[src/rtl/core/uupe_pkg.sv]
// Shared types and constants of the URI percent encoder.
package uupe_pkg;

	// Width of the saturating encoded-length counter.
	localparam int CountWidth = 16;
	// Depth of the job queue between front and back.
	localparam int QueueDepth = 2;

	// What the back end does with one job.
	typedef enum logic [1:0] {
		JOB_PASS,
		JOB_ESC,
		JOB_ERR
	} job_kind_t;

	// One classified job: a plain byte, an escaped run of 1 to 4 bytes, or an error.
	typedef struct packed {
		job_kind_t        kind;
		logic [3:0][7:0]  bytes;
		logic [1:0]       last_idx;
		logic             fin;
	} job_t;

endpackage

[src/rtl/core/uupe_queue.sv]
// Short job queue that decouples the classifier from the emitter.
module uupe_queue import uupe_pkg::*; (
	input  logic clk,
	input  logic arst_n,
	input  logic push,
	input  job_t push_job,
	output logic full,
	input  logic pop,
	output job_t head,
	output logic empty
);

	localparam int PtrW = (QueueDepth > 1) ? $clog2(QueueDepth) : 1;
	localparam int CntW = $clog2(QueueDepth + 1);

	job_t            mem_q [QueueDepth];
	logic [PtrW-1:0] wr_ptr_q;
	logic [PtrW-1:0] rd_ptr_q;
	logic [CntW-1:0] cnt_q;
	logic            do_push;
	logic            do_pop;

	assign full    = (cnt_q == CntW'(QueueDepth));
	assign empty   = (cnt_q == '0);
	assign do_push = push && !full;
	assign do_pop  = pop && !empty;
	assign head    = mem_q[rd_ptr_q];

	// Store the pushed word.
	always_ff @(posedge clk) begin
		if (do_push) begin
			mem_q[wr_ptr_q] <= push_job;
		end
	end

	// Advance pointers and fill level.
	always_ff @(posedge clk or negedge arst_n) begin
		if (!arst_n) begin
			wr_ptr_q <= '0;
			rd_ptr_q <= '0;
			cnt_q    <= '0;
		end else begin
			if (do_push) begin
				wr_ptr_q <= (wr_ptr_q == PtrW'(QueueDepth - 1)) ? '0 : wr_ptr_q + 1'b1;
			end
			if (do_pop) begin
				rd_ptr_q <= (rd_ptr_q == PtrW'(QueueDepth - 1)) ? '0 : rd_ptr_q + 1'b1;
			end
			if (do_push && !do_pop) begin
				cnt_q <= cnt_q + 1'b1;
			end else if (do_pop && !do_push) begin
				cnt_q <= cnt_q - 1'b1;
			end
		end
	end

endmodule

[src/rtl/core/uupe_front.sv]
// Front end: accepts input bytes, checks UTF-8 and queues encode jobs.
module uupe_front import uupe_pkg::*; (
	input  logic       clk,
	input  logic       arst_n,
	input  logic       cfg_wr_en,
	input  logic       cfg_wr_data,
	input  logic       in_valid,
	output logic       in_ready,
	input  logic [7:0] in_byte,
	input  logic       is_final,
	output logic       push,
	output job_t       push_job,
	input  logic       full
);

	localparam logic [7:0] ChUpperA = 8'h41;
	localparam logic [7:0] ChUpperZ = 8'h5a;
	localparam logic [7:0] ChLowerA = 8'h61;
	localparam logic [7:0] ChLowerZ = 8'h7a;
	localparam logic [7:0] ChDigit0 = 8'h30;
	localparam logic [7:0] ChDigit9 = 8'h39;
	localparam logic [7:0] ChHyphen = 8'h2d;
	localparam logic [7:0] ChDot    = 8'h2e;
	localparam logic [7:0] ChUscore = 8'h5f;
	localparam logic [7:0] ChTilde  = 8'h7e;
	localparam logic [7:0] ChSlash  = 8'h2f;

	localparam logic [7:0] LeadMin  = 8'hc2;
	localparam logic [7:0] LeadMax  = 8'hf4;
	localparam logic [7:0] Lead3Min = 8'he0;
	localparam logic [7:0] Lead4Min = 8'hf0;
	localparam logic [7:0] LeadE0   = 8'he0;
	localparam logic [7:0] LeadED   = 8'hed;
	localparam logic [7:0] LeadF0   = 8'hf0;
	localparam logic [7:0] LeadF4   = 8'hf4;
	localparam logic [7:0] ContE0Lo = 8'ha0;
	localparam logic [7:0] ContEDHi = 8'h9f;
	localparam logic [7:0] ContF0Lo = 8'h90;
	localparam logic [7:0] ContF4Hi = 8'h8f;

	logic       esc_slash_q;
	logic [7:0] held_q [3];
	logic [1:0] held_cnt_q;
	logic [1:0] need_q;
	logic       skip_q;

	logic       acc;
	logic       passes;
	logic       is_lead;
	logic [1:0] lead_need;
	logic       cont_ok;
	logic       hold_lead;
	logic       hold_cont;
	logic       complete;
	logic       err;

	assign in_ready = !full;
	assign acc      = in_valid && in_ready;

	// Unreserved characters, and slash unless escaping is on.
	assign passes = ((in_byte >= ChUpperA) && (in_byte <= ChUpperZ))
		|| ((in_byte >= ChLowerA) && (in_byte <= ChLowerZ))
		|| ((in_byte >= ChDigit0) && (in_byte <= ChDigit9))
		|| (in_byte == ChHyphen) || (in_byte == ChDot)
		|| (in_byte == ChUscore) || (in_byte == ChTilde)
		|| ((in_byte == ChSlash) && !esc_slash_q);

	assign is_lead   = (in_byte >= LeadMin) && (in_byte <= LeadMax);
	assign lead_need = (in_byte < Lead3Min) ? 2'd1 : ((in_byte < Lead4Min) ? 2'd2 : 2'd3);

	// Check a continuation byte, with the narrowed range right after some leads.
	always_comb begin
		cont_ok = (in_byte[7:6] == 2'b10);
		if (cont_ok && (held_cnt_q == 2'd1)) begin
			unique case (held_q[0])
				LeadE0:  cont_ok = (in_byte >= ContE0Lo);
				LeadED:  cont_ok = (in_byte <= ContEDHi);
				LeadF0:  cont_ok = (in_byte >= ContF0Lo);
				LeadF4:  cont_ok = (in_byte <= ContF4Hi);
				default: cont_ok = 1'b1;
			endcase
		end
	end

	// Classify the byte and build the job word.
	always_comb begin
		push      = 1'b0;
		push_job  = '0;
		hold_lead = 1'b0;
		hold_cont = 1'b0;
		complete  = 1'b0;
		err       = 1'b0;
		if (!skip_q) begin
			if (need_q == 2'd0) begin
				if (!in_byte[7]) begin
					push              = 1'b1;
					push_job.kind     = passes ? JOB_PASS : JOB_ESC;
					push_job.bytes[0] = in_byte;
				end else if (is_lead) begin
					hold_lead = 1'b1;
					err       = is_final;
				end else begin
					err = 1'b1;
				end
			end else if (!cont_ok) begin
				err = 1'b1;
			end else if (need_q == 2'd1) begin
				push                       = 1'b1;
				complete                   = 1'b1;
				push_job.kind              = JOB_ESC;
				push_job.bytes[0]          = held_q[0];
				push_job.bytes[1]          = held_q[1];
				push_job.bytes[2]          = held_q[2];
				push_job.bytes[held_cnt_q] = in_byte;
				push_job.last_idx          = held_cnt_q;
			end else begin
				hold_cont = 1'b1;
				err       = is_final;
			end
		end
		if (err) begin
			push          = 1'b1;
			push_job      = '0;
			push_job.kind = JOB_ERR;
		end
		push_job.fin = is_final;
		push         = push && acc;
	end

	// Hold the bytes of an open sequence.
	always_ff @(posedge clk) begin
		if (acc && hold_lead) begin
			held_q[0] <= in_byte;
		end
		if (acc && hold_cont) begin
			held_q[held_cnt_q] <= in_byte;
		end
	end

	// Track the open sequence, the discard state and the slash register.
	always_ff @(posedge clk or negedge arst_n) begin
		if (!arst_n) begin
			esc_slash_q <= 1'b0;
			held_cnt_q  <= '0;
			need_q      <= '0;
			skip_q      <= 1'b0;
		end else begin
			if (cfg_wr_en) begin
				esc_slash_q <= cfg_wr_data;
			end
			if (acc) begin
				if (hold_lead) begin
					held_cnt_q <= 2'd1;
					need_q     <= lead_need;
				end
				if (hold_cont) begin
					held_cnt_q <= held_cnt_q + 1'b1;
					need_q     <= need_q - 1'b1;
				end
				if (err || complete || is_final) begin
					held_cnt_q <= '0;
					need_q     <= '0;
				end
				if (skip_q) begin
					skip_q <= !is_final;
				end else begin
					skip_q <= err && !is_final;
				end
			end
		end
	end

endmodule

[src/rtl/core/uupe_back.sv]
// Back end: expands queued jobs into encoded words, one per cycle unless out_ready stalls.
module uupe_back import uupe_pkg::*; (
	input  logic        clk,
	input  logic        arst_n,
	input  job_t        head,
	input  logic        empty,
	output logic        pop,
	output logic        out_valid,
	input  logic        out_ready,
	output logic [7:0]  out_byte,
	output logic        run_end,
	output logic        string_end,
	output logic        bad_utf8,
	output logic [15:0] encoded_count
);

	localparam logic [7:0] ChPercent = 8'h25;
	localparam logic [1:0] DigPct    = 2'd0;
	localparam logic [1:0] DigHi     = 2'd1;
	localparam logic [1:0] DigLo     = 2'd2;

	logic                  out_valid_q;
	logic [7:0]            out_byte_q;
	logic                  run_end_q;
	logic                  string_end_q;
	logic                  bad_utf8_q;
	logic [15:0]           count_q;
	logic [CountWidth-1:0] len_q;
	logic [1:0]            byte_idx_q;
	logic [1:0]            dig_idx_q;

	logic                  load;
	logic [7:0]            cur_src;
	logic [7:0]            cur_byte;
	logic                  cur_last;
	logic [CountWidth-1:0] len_inc;

	// Map a nibble to its uppercase hex character.
	function automatic logic [7:0] hex_char(input logic [3:0] nib);
		logic [7:0] ch;
		ch = (nib < 4'd10) ? (8'h30 + {4'h0, nib}) : (8'h37 + {4'h0, nib});
		return ch;
	endfunction

	assign load    = !empty && (!out_valid_q || out_ready);
	assign pop     = load && cur_last;
	assign cur_src = head.bytes[byte_idx_q];
	assign len_inc = (len_q == '1) ? len_q : len_q + 1'b1;

	// Pick the word for the current step of the head job.
	always_comb begin
		cur_byte = '0;
		cur_last = 1'b1;
		unique case (head.kind)
			JOB_PASS: begin
				cur_byte = head.bytes[0];
			end
			JOB_ESC: begin
				unique case (dig_idx_q)
					DigPct:  cur_byte = ChPercent;
					DigHi:   cur_byte = hex_char(cur_src[7:4]);
					default: cur_byte = hex_char(cur_src[3:0]);
				endcase
				cur_last = (dig_idx_q == DigLo) && (byte_idx_q == head.last_idx);
			end
			default: begin
				cur_byte = '0;
			end
		endcase
	end

	// Load the output register.
	always_ff @(posedge clk) begin
		if (load) begin
			out_byte_q   <= cur_byte;
			run_end_q    <= cur_last;
			string_end_q <= cur_last && head.fin;
			bad_utf8_q   <= (head.kind == JOB_ERR);
			count_q      <= (head.kind == JOB_ERR) ? 16'(len_q) : 16'(len_inc);
		end
	end

	// Advance the step counters and the running length.
	always_ff @(posedge clk or negedge arst_n) begin
		if (!arst_n) begin
			out_valid_q <= 1'b0;
			byte_idx_q  <= '0;
			dig_idx_q   <= '0;
			len_q       <= '0;
		end else begin
			if (load) begin
				out_valid_q <= 1'b1;
			end else if (out_ready) begin
				out_valid_q <= 1'b0;
			end
			if (load) begin
				if (cur_last) begin
					byte_idx_q <= '0;
					dig_idx_q  <= DigPct;
				end else if (dig_idx_q == DigLo) begin
					byte_idx_q <= byte_idx_q + 1'b1;
					dig_idx_q  <= DigPct;
				end else begin
					dig_idx_q <= dig_idx_q + 1'b1;
				end
				if ((head.kind == JOB_ERR) || (cur_last && head.fin)) begin
					len_q <= '0;
				end else begin
					len_q <= len_inc;
				end
			end
		end
	end

	assign out_valid     = out_valid_q;
	assign out_byte      = out_byte_q;
	assign run_end       = run_end_q;
	assign string_end    = string_end_q;
	assign bad_utf8      = bad_utf8_q;
	assign encoded_count = count_q;

endmodule

[src/rtl/core/utf8_uri_percent_encoder.sv]
// Top level: UTF-8 to URI percent-encoding, front classifier, job queue and emitter.
// A completed job is written to the job queue and then loaded into the output register.
// Throughput: one input byte per cycle while the two-entry job queue has room; the emitter
// puts out one word per cycle when out_ready allows: one word per plain byte or error, three
// per escaped byte and per byte of a finished sequence; bytes held or discarded emit none.
// Reset: arst_n clears the slash register, sequence state, queue, counter and valid flags.
module utf8_uri_percent_encoder import uupe_pkg::*; (
	input  logic        clk,
	input  logic        arst_n,
	input  logic        cfg_wr_en,
	input  logic        cfg_wr_data,
	input  logic        in_valid,
	output logic        in_ready,
	input  logic [7:0]  in_byte,
	input  logic        is_final,
	output logic        out_valid,
	input  logic        out_ready,
	output logic [7:0]  out_byte,
	output logic        run_end,
	output logic        string_end,
	output logic        bad_utf8,
	output logic [15:0] encoded_count
);

	logic push;
	job_t push_job;
	logic full;
	logic pop;
	job_t head;
	logic empty;

	uupe_front u_front (
		.clk         (clk),
		.arst_n      (arst_n),
		.cfg_wr_en   (cfg_wr_en),
		.cfg_wr_data (cfg_wr_data),
		.in_valid    (in_valid),
		.in_ready    (in_ready),
		.in_byte     (in_byte),
		.is_final    (is_final),
		.push        (push),
		.push_job    (push_job),
		.full        (full)
	);

	uupe_queue u_queue (
		.clk      (clk),
		.arst_n   (arst_n),
		.push     (push),
		.push_job (push_job),
		.full     (full),
		.pop      (pop),
		.head     (head),
		.empty    (empty)
	);

	uupe_back u_back (
		.clk           (clk),
		.arst_n        (arst_n),
		.head          (head),
		.empty         (empty),
		.pop           (pop),
		.out_valid     (out_valid),
		.out_ready     (out_ready),
		.out_byte      (out_byte),
		.run_end       (run_end),
		.string_end    (string_end),
		.bad_utf8      (bad_utf8),
		.encoded_count (encoded_count)
	);

endmodule

[config.mk]
export PLATFORM = sky130hd
export DESIGN_NAME = utf8_uri_percent_encoder
export DESIGN_NICKNAME = d
export VERILOG_FILES = /design/src/rtl/core/uupe_pkg.sv /design/src/rtl/core/uupe_queue.sv /design/src/rtl/core/uupe_front.sv /design/src/rtl/core/uupe_back.sv /design/src/rtl/core/utf8_uri_percent_encoder.sv
export SDC_FILE = /design/constraint.sdc
export NUM_CORES = 1
export LEC_CHECK = 0
export ABC_AREA = 1
export BUFFER_PORTS_ARGS = -buffer_cell sky130_fd_sc_hd__buf_4
export CAP_MARGIN = 20
export CORE_MARGIN = 4
export CORE_UTILIZATION = 45
export CTS_CLUSTER_SIZE = 12
export DETAILED_ROUTE_END_ITERATION = 8
export SLEW_MARGIN = 20
export SYNTH_ARGS = -nofsm -noshare
export SYNTH_HDL_FRONTEND = slang
export SYNTH_SLANG_ARGS = --single-unit
[constraint.sdc]
create_clock -name clk -period 3.78 [get_ports clk]
set_clock_uncertainty 0.15 [all_clocks]
set_input_delay 0.189 -clock clk [delete_from_list [all_inputs] [get_ports clk]]
set_output_delay 0.189 -clock clk [all_outputs]
set_load 0.1 [all_outputs]
==> Word level (Yosys, flattened, before mapping) <==
Memory sizes are Yosys's and may differ from the RTL's.
Index checks and enable logic that the tools add are counted.
{ "word_totals": {"ff_bits": 58, "ramBits": 98, "inputBits": 15, "elab_cells": 194, "memories": 2} }
{ "mem_list": {"columns": ["memory", "words", "word_bits", "rd", "rd_ports_with_merged_regs", "wr", "line", "rtl"], "rows": [
  ["u_queue.mem_q", 2, 37, 1, 0, 1, "uupe_queue.sv:16", "job_t mem_q [QueueDepth];"],
  ["u_front.held_q", 3, 8, 3, 0, 1, "uupe_front.sv:42", "logic [7:0] held_q [3];"]
]} }
{ "op_classes": {"n_addsub": 13, "magnitude_cmp": 19, "eq_ne": 19, "muxes": 76, "n_reduce_logical": 49} }
{ "op_table": {"columns": ["cell", "count"], "rows": [
  ["$mux W36", 2],
  ["$mux W16", 3],
  ["$mux W8", 6],
  ["$mux W1", 38],
  ["$mux W37", 1],
  ["$mux W35", 1],
  ["$mux W2", 17],
  ["$bwmux W32", 1],
  ["$eq A8 B8 Y1 const B", 4],
  ["$pmux W8 S2", 2],
  ["$add A6 B4 Y7 const A", 4],
  ["$eq A8 B6 Y1 const B", 3],
  ["$ge A8 B8 Y1 const B", 3],
  ["$le A8 B8 Y1 const B", 3],
  ["$mux W24", 1],
  ["$logic_and A1 B1 Y1", 20],
  ["$add A16 B1 Y16 const B", 1],
  ["$bmux W8 S2", 1],
  ["$demux W8 S2", 1],
  ["$eq A16 B16 Y1 const B", 1],
  ["$eq A8 B7 Y1 const B", 2],
  ["$ge A8 B7 Y1 const B", 2],
  ["$le A8 B7 Y1 const B", 2],
  ["$lt A8 B8 Y1 const B", 2],
  ["20 further kinds", 55]
]} }

==> Longest topological paths before layout <==
{ "depth": {"word_depth": 14, "mapped_depth": 18, "mapped_depth_nobuf": 16} }

==> Modules after synthesis <==
A second synthesis with hierarchy kept.
{ "unflattened": {"cells_unflattened": 897, "area_unflattened_um2": 8190.4} }
{ "by_module_without_submodules": {"columns": ["module", "instances", "cells_per_inst", "area_each_um2", "seq_area_each_um2"], "rows": [
  ["uupe_back", 1, 400, 3015.4, 1336.3],
  ["uupe_queue", 1, 225, 2942.8, 2322.2],
  ["uupe_front", 1, 272, 2232.1, 870.8]
]} }

==> Worst setup path after synthesis <==
OpenSTA, ideal clock, no wires.
{ "synth_timing": {"path_kind": "reg2reg", "start": "register u_queue.cnt_q[0]", "end": "memory u_queue.mem_q[0][0] (netlist name), enable pin", "setup_time_ns": 0.431, "t_arrival_ns": 3.263, "required_ns": 3.199, "path_slack_ns": -0.065, "path_stages_with_launch": 7, "n_path_buf": 0, "synth_period_minus_slack_ns": 3.845, "path_cell_list": "dfrtp_1 inv_1 nand2_1 nand2_1 inv_1 nand3_1 nor2_1"} }
{ "synth_via": {"elab_chain_len": 7} }
{ "synth_lines": {"columns": ["item", "line", "rtl"], "rows": [
  ["from (decl)", "uupe_queue.sv:19", "logic [CntW-1:0] cnt_q;"],
  ["from (signal assigned)", "uupe_queue.sv:50", "cnt_q <= cnt_q + 1'b1;"],
  ["from (signal assigned)", "uupe_queue.sv:52", "cnt_q <= cnt_q - 1'b1;"],
  ["$eq A2 B2 Y1 *", "uupe_queue.sv:23", "assign full = (cnt_q == CntW'(QueueDepth));"],
  ["$logic_not A1 Y1 *", "uupe_front.sv:57", "assign in_ready = !full;"],
  ["named net in_ready", "utf8_uri_percent_encoder.sv:13", "output logic in_ready,"],
  ["$logic_and A1 B1 Y1", "uupe_front.sv:58", "assign acc = in_valid && in_ready;"],
  ["$logic_and A1 B1 Y1", "uupe_front.sv:127", "push = push && acc;"],
  ["$logic_and A1 B1 Y1 *", "uupe_queue.sv:25", "assign do_push = push && !full;"],
  ["$mux W1 *", "uupe_queue.sv:31", "if (do_push) begin"],
  ["$mux W1 (implied by the code) *", "uupe_queue.sv:32", "mem_q[wr_ptr_q] <= push_job;"],
  ["to (decl)", "uupe_queue.sv:16", null]
]} }
Mark *: on every way through the listed nets, which the timed path passes. The rest lies on a longest branch.

==> Worst setup path in the final report <==
{ "layout_timing": {"start": "register u_front.held_cnt_q[1]", "end": "memory u_queue.mem_q[1][19] (netlist name), enable pin"} }
{ "layout_via": {"elab_chain_len": 11, "elab_cells_between_ends": 14, "cone_classes": "1 x eq/ne; 10 x mux; 3 x reduce/logical"} }
{ "layout_lines": {"columns": ["item", "line", "rtl"], "rows": [
  ["from (decl)", "uupe_front.sv:43", "logic [1:0] held_cnt_q;"],
  ["from (signal assigned)", "uupe_front.sv:157", "held_cnt_q <= held_cnt_q + 1'b1;"],
  ["$eq A2 B1 Y1 *", "uupe_front.sv:74", "if (cont_ok && (held_cnt_q == 2'd1)) begin"],
  ["$logic_and A1 B1 Y1 *", "uupe_front.sv:74", null],
  ["$mux W1 *", "uupe_front.sv:74", null],
  ["$mux W1", "uupe_front.sv:105", "end else if (!cont_ok) begin"],
  ["$mux W1", "uupe_front.sv:94", "if (need_q == 2'd0) begin"],
  ["$mux W1", "uupe_front.sv:93", "if (!skip_q) begin"],
  ["$mux W1 *", "uupe_front.sv:121", "if (err) begin"],
  ["$logic_and A1 B1 Y1 *", "uupe_front.sv:127", null],
  ["$logic_and A1 B1 Y1 *", "uupe_queue.sv:25", null],
  ["$mux W1 *", "uupe_queue.sv:31", null],
  ["$mux W1 (implied by the code) *", "uupe_queue.sv:32", null]
]} }
Mark *: on every way between the ends. The rest lies on a longest branch, timed or not.

==> flow_results.org <==
** Layout
- Post-synthesis to final-layout area growth :: 16.2%
- Number of antenna repair diodes :: 0
- Fill cells in the final layout number 1,542.
- Layout Nets :: 931
- Summing all multi-input logic gate instances after layout gives 0.00287 mm².
- Area taken by flip-flops and latches :: 0.00453 mm²
- Of the cells placed in the final design, the portion with a size suffix greater than 1 is 0.147.
- Final cell utilization of the core :: 0.533

** Timing
- Unrepaired setup endpoints after global routing :: false
- Setup violations remaining at the end of the flow were counted as 0.
- For the pin with the worst max-slew slack, the measured transition is 0.609 ns.
- Hold violation count in the final report :: 0
- Headroom to the max-slew limit came out at 0.594.
- On the final layout, the worst hold slack is 0.0933 ns.
- Timing would allow up to 0.337 GHz.
- Total count of max-transition violations in the final report :: 0
- Period utilization :: 0.786
- Summed over all failing endpoints, the final setup total negative slack is 0 ns.
- Final period demand of the worst path :: 2.97 ns

** GRT
- Entering global routing, the biggest net connects 52 pins.
- GRT met1 Usage :: 0.244
- The layer flagged by global routing as most heavily used is met2.
- For this run, global-route usage on met2 was measured as 0.273.
- Number of antenna violations at the first check in global routing :: 0
- The first global-routing pass estimated 27,100 µm of wire.
- Final global-route overflow total :: 0
- The via count of the first global-routing pass was 5,155.
- In the global route stage, overall resource usage came out at 0.175.
- For this run, global-route usage on met3 was measured as 0.0355.

** Yosys
- Prevailing post-synth register cell :: sky130_fd_sc_hd__edfxtp_1
- The most common cell in the synthesized netlist is sky130_fd_sc_hd__nand2_1.
- Netlist Area Pre-Place :: 0.00790 mm²
- By count the netlist is led by sky130_fd_sc_hd__nand2_1, sky130_fd_sc_hd__edfxtp_1, sky130_fd_sc_hd__nor2_1, sky130_fd_sc_hd__inv_1, sky130_fd_sc_hd__o21ai_0.
- Async set or reset register ratio after synthesis :: 0.199
- Number of warnings reported in the yosys synthesis log :: 0
- Largest area contributor in the synthesized netlist :: sky130_fd_sc_hd__edfxtp_1
- Number of enable-type register cells in the synthesized netlist :: 125
- Yosys attributes the largest share of cell area to sky130_fd_sc_hd__edfxtp_1, sky130_fd_sc_hd__dfrtp_1, sky130_fd_sc_hd__nand2_1, sky130_fd_sc_hd__nor2_1, sky130_fd_sc_hd__inv_1.
- Number of synthesized register bits :: 156
- Sequential-to-total area share from yosys stat :: 0.573
- A synthesized cell averages 9.33 µm².
- The share of synthesized area in the top cell type comes to 0.475.
- Number of different library cells in the post-synthesis netlist :: 43
- Synthesized instance count :: 847

** Drt
- After detailed routing, the average wire length per cell comes to 14.9 µm.
- Vias :: 5,714
- The first TritonRoute pass finished after 5 iterations.
- The first routing iteration left 343 violations.
- Dividing the detail-routed via count by the number of cells gives 4.99.
- Overall routed net length :: 17,000 µm
- Post-route ant nets :: 0
- Detailed-route DRC error count :: 0

** Die
- Core area :: 0.0172 mm²
- The floorplan step set the die height to 141 µm.
- Starting utilization of the core area :: 0.458
- The die covers 0.0197 mm².
- # IOs :: 44
- The floorplan step set the die width to 141 µm.
- The initialized floorplan defines 48 standard-cell rows.

** Critical path
- Launching element of the worst setup path :: u_front.held_cnt_q[1]$_DFFE_PN0P_
- Master of the slowest instance on the critical path :: sky130_fd_sc_hd__buf_4
- Worst endpoint data arrival time :: 2.88 ns
- The worst register-to-register path has a setup slack of 0.81 ns.
- The cell family contributing the most delay on the critical path is simple AND/OR/NAND/NOR gates.
- The critical path is of the reg -> reg type.
- STA classifies the critical path startpoint as a register.
- STA classifies the critical path endpoint as a register.
- In this run the critical register-to-register path is captured at u_queue.mem_q[1][19]$_DFFE_PP_.
- Biggest cell delay along the critical path :: 0.44 ns
- The cell that appears most often on the critical path is sky130_fd_sc_hd__nand2_1.
- The number of buffers and inverters on the critical path is 3.
- The signal on the critical path passes through inv_1 -> ha_1 -> buf_4 -> nand2_1 -> nor2_1 -> nand2_1 -> nor2_1 -> nand2_2 -> nand4_1 -> nand2_1 -> nand2_1 -> nand3_1 -> nor2_4 -> buf_4.
- Count of cells along the worst register-to-register path :: 14
- For the worst setup path, the data required time is 3.69 ns.
- Reg-to-Reg Start :: u_front.held_cnt_q[1]$_DFFE_PN0P_
- Of all nets on the critical path, the largest fanout is 37.

** Clock network
- TritonCTS built the clock tree.
- CTS H-tree depth :: 4
- The number of clock buffers added by TritonCTS is 17.
- Number of sinks on the clock net :: 156
- After clock tree synthesis, the clock-pin slew on the worst setup and hold paths is 0.06 ns.
- The tree is rooted in a sky130_fd_sc_hd__clkbuf_16.
- Gates resized during post-CTS repair numbered 0.
- Number of setup buffers added after CTS :: 0
- Clock latency reported for the late side of the worst-skew pair :: 0.42 ns
- No sink is reached through more buffers than the 2 on the longest clock path.

** Outcome
- The flow ran to the end, and the final reports show no timing, DRC or antenna violations.

** Hold path
- Type of the most critical hold path :: in -> async

** Pwr
- Power spread over the standard cell area amounts to 788 mW/mm².
- Maximum vdd drop :: 0.530 mV
- Leakage power :: 3.79 nW

** Placement
- Once detailed placement completed, the half-perimeter wirelength came to 12,000 µm.
- I/O Buffers :: 43
- At the end of routability-driven placement, the weighted congestion stood at 0.908.

** Run
- The tool flagged a number of max-cap violations equal to 0.
-- worst register-to-register path, delay by kind of cell, from the launching register on --
family / cells / cell delay, ns
DFF: 1 / 0.42
adders and majority gates: 1 / 0.16
buffers and inverters: 3 / 0.79
and+or+nand+nor: 10 / 1.06
-- metrics by stage --
step | instance area (µm²) | instances | power, W | worst slack [ns]
6_report | 9180 | 1144 | 0.00724 | 0.810
5_1_grt | 9180 | 1144 | 0.00763 | 0.568
4_1_cts | 9180 | 1144 | 0.00730 | 0.805
3_5_place_dp | 8440 | 1099 | 0.00557 | 0.825
3_3_place_gp | 8440 | 1099 | 0.00556 | 0.867
2_1_floorplan | 7910 | 848 | 0.00494 | -0.0648
-- power by group --
| part | switching, W | total [W] | leakage, nW | internal [W] |
|---|---|---|---|---|
| combinational | 0.00239 | 0.00309 | 1.89 | 0.000695 |
| sequential | 0.000135 | 0.00245 | 1.60 | 0.00231 |
| clock | 0.000653 | 0.00170 | 0.302 | 0.00105 |
-- final cells by class --
cell class | count | area share
clock buffer | 23 | 0.0578
clock inverter | 9 | 0.00845
inverter | 96 | 0.0395
multi-input combinational | 569 | 0.313
sequential | 156 | 0.493
tap | 225 | 0.0307
timing repair buffer | 66 | 0.0575
-- metal layers --
layer	vias to the layer above	wire (µm)
li1	2950	-
met1	2606	8210
met2	129	7710
met3	29	730
met4	0	397
met5	-	0
-- cells by family after synthesis --
family          synth area share
simple gates               0.226
fa+ha+maj                 0.0158
compound gates             0.102
other cells             0.000475
flops                      0.573
xor+xnor                  0.0122
mux                      0.00253
buf+inv                   0.0674
-- cell usage in the layout, fill, tap and decap left out, types with 7 or more instances in the layout --
| master | instances |
|---|---|
| sky130_fd_sc_hd__edfxtp_1 | 125 |
| sky130_fd_sc_hd__nor3_1 | 16 |
| sky130_fd_sc_hd__inv_1 | 89 |
| sky130_fd_sc_hd__buf_4 | 53 |
| sky130_fd_sc_hd__xor2_1 | 10 |
| sky130_fd_sc_hd__o21ai_1 | 12 |
| sky130_fd_sc_hd__clkbuf_16 | 19 |
| sky130_fd_sc_hd__nand2_2 | 10 |
| sky130_fd_sc_hd__o21ai_2 | 8 |
| sky130_fd_sc_hd__nand2_1 | 204 |
| sky130_fd_sc_hd__nor2_1 | 104 |
| sky130_fd_sc_hd__nand4_1 | 7 |
| sky130_fd_sc_hd__a211oi_1 | 19 |
| sky130_fd_sc_hd__dlygate4sd3_1 | 13 |
| sky130_fd_sc_hd__dfrtp_1 | 31 |
| sky130_fd_sc_hd__a21oi_1 | 14 |
| sky130_fd_sc_hd__o21ai_0 | 61 |
| sky130_fd_sc_hd__ha_1 | 10 |
| sky130_fd_sc_hd__nand3_1 | 47 |
-- state kept, by name (all words and copies together) (netlist names), 2 cells and up --
| register | cells |
|---|---|
| u_queue.mem_q | 74 |
| u_front.held_q | 24 |
| u_back.encoded_count | 16 |
| u_back.len_q | 16 |
| u_back.out_byte | 8 |
| u_back.byte_idx_q | 2 |
| u_back.dig_idx_q | 2 |
| u_front.held_cnt_q | 2 |
| u_front.need_q | 2 |
| u_queue.cnt_q | 2 |
-- worst max-delay path by stage --
stage	to	slack [ns]	depth (start not counted)
2_1_floorplan	u_queue.mem_q[0][0]$_DFFE_PP_	-0.06	6
3_3_place_gp	u_queue.mem_q[1][33]$_DFFE_PP_	0.87	14
3_5_place_dp	u_queue.mem_q[1][33]$_DFFE_PP_	0.82	14
4_1_cts	u_queue.mem_q[1][27]$_DFFE_PP_	0.81	14
5_1_grt	u_queue.mem_q[1][34]$_DFFE_PP_	0.57	14
6_report	u_queue.mem_q[1][19]$_DFFE_PP_	0.81	14
-- what timing repair did --
item | 4_1_cts | 5_1_grt
hold endpoints to repair | 59 | 0
endpoints found under the setup margin | 0 | 0
hold buffers | 13 | 0
Power figures use the tool's default switching activity.
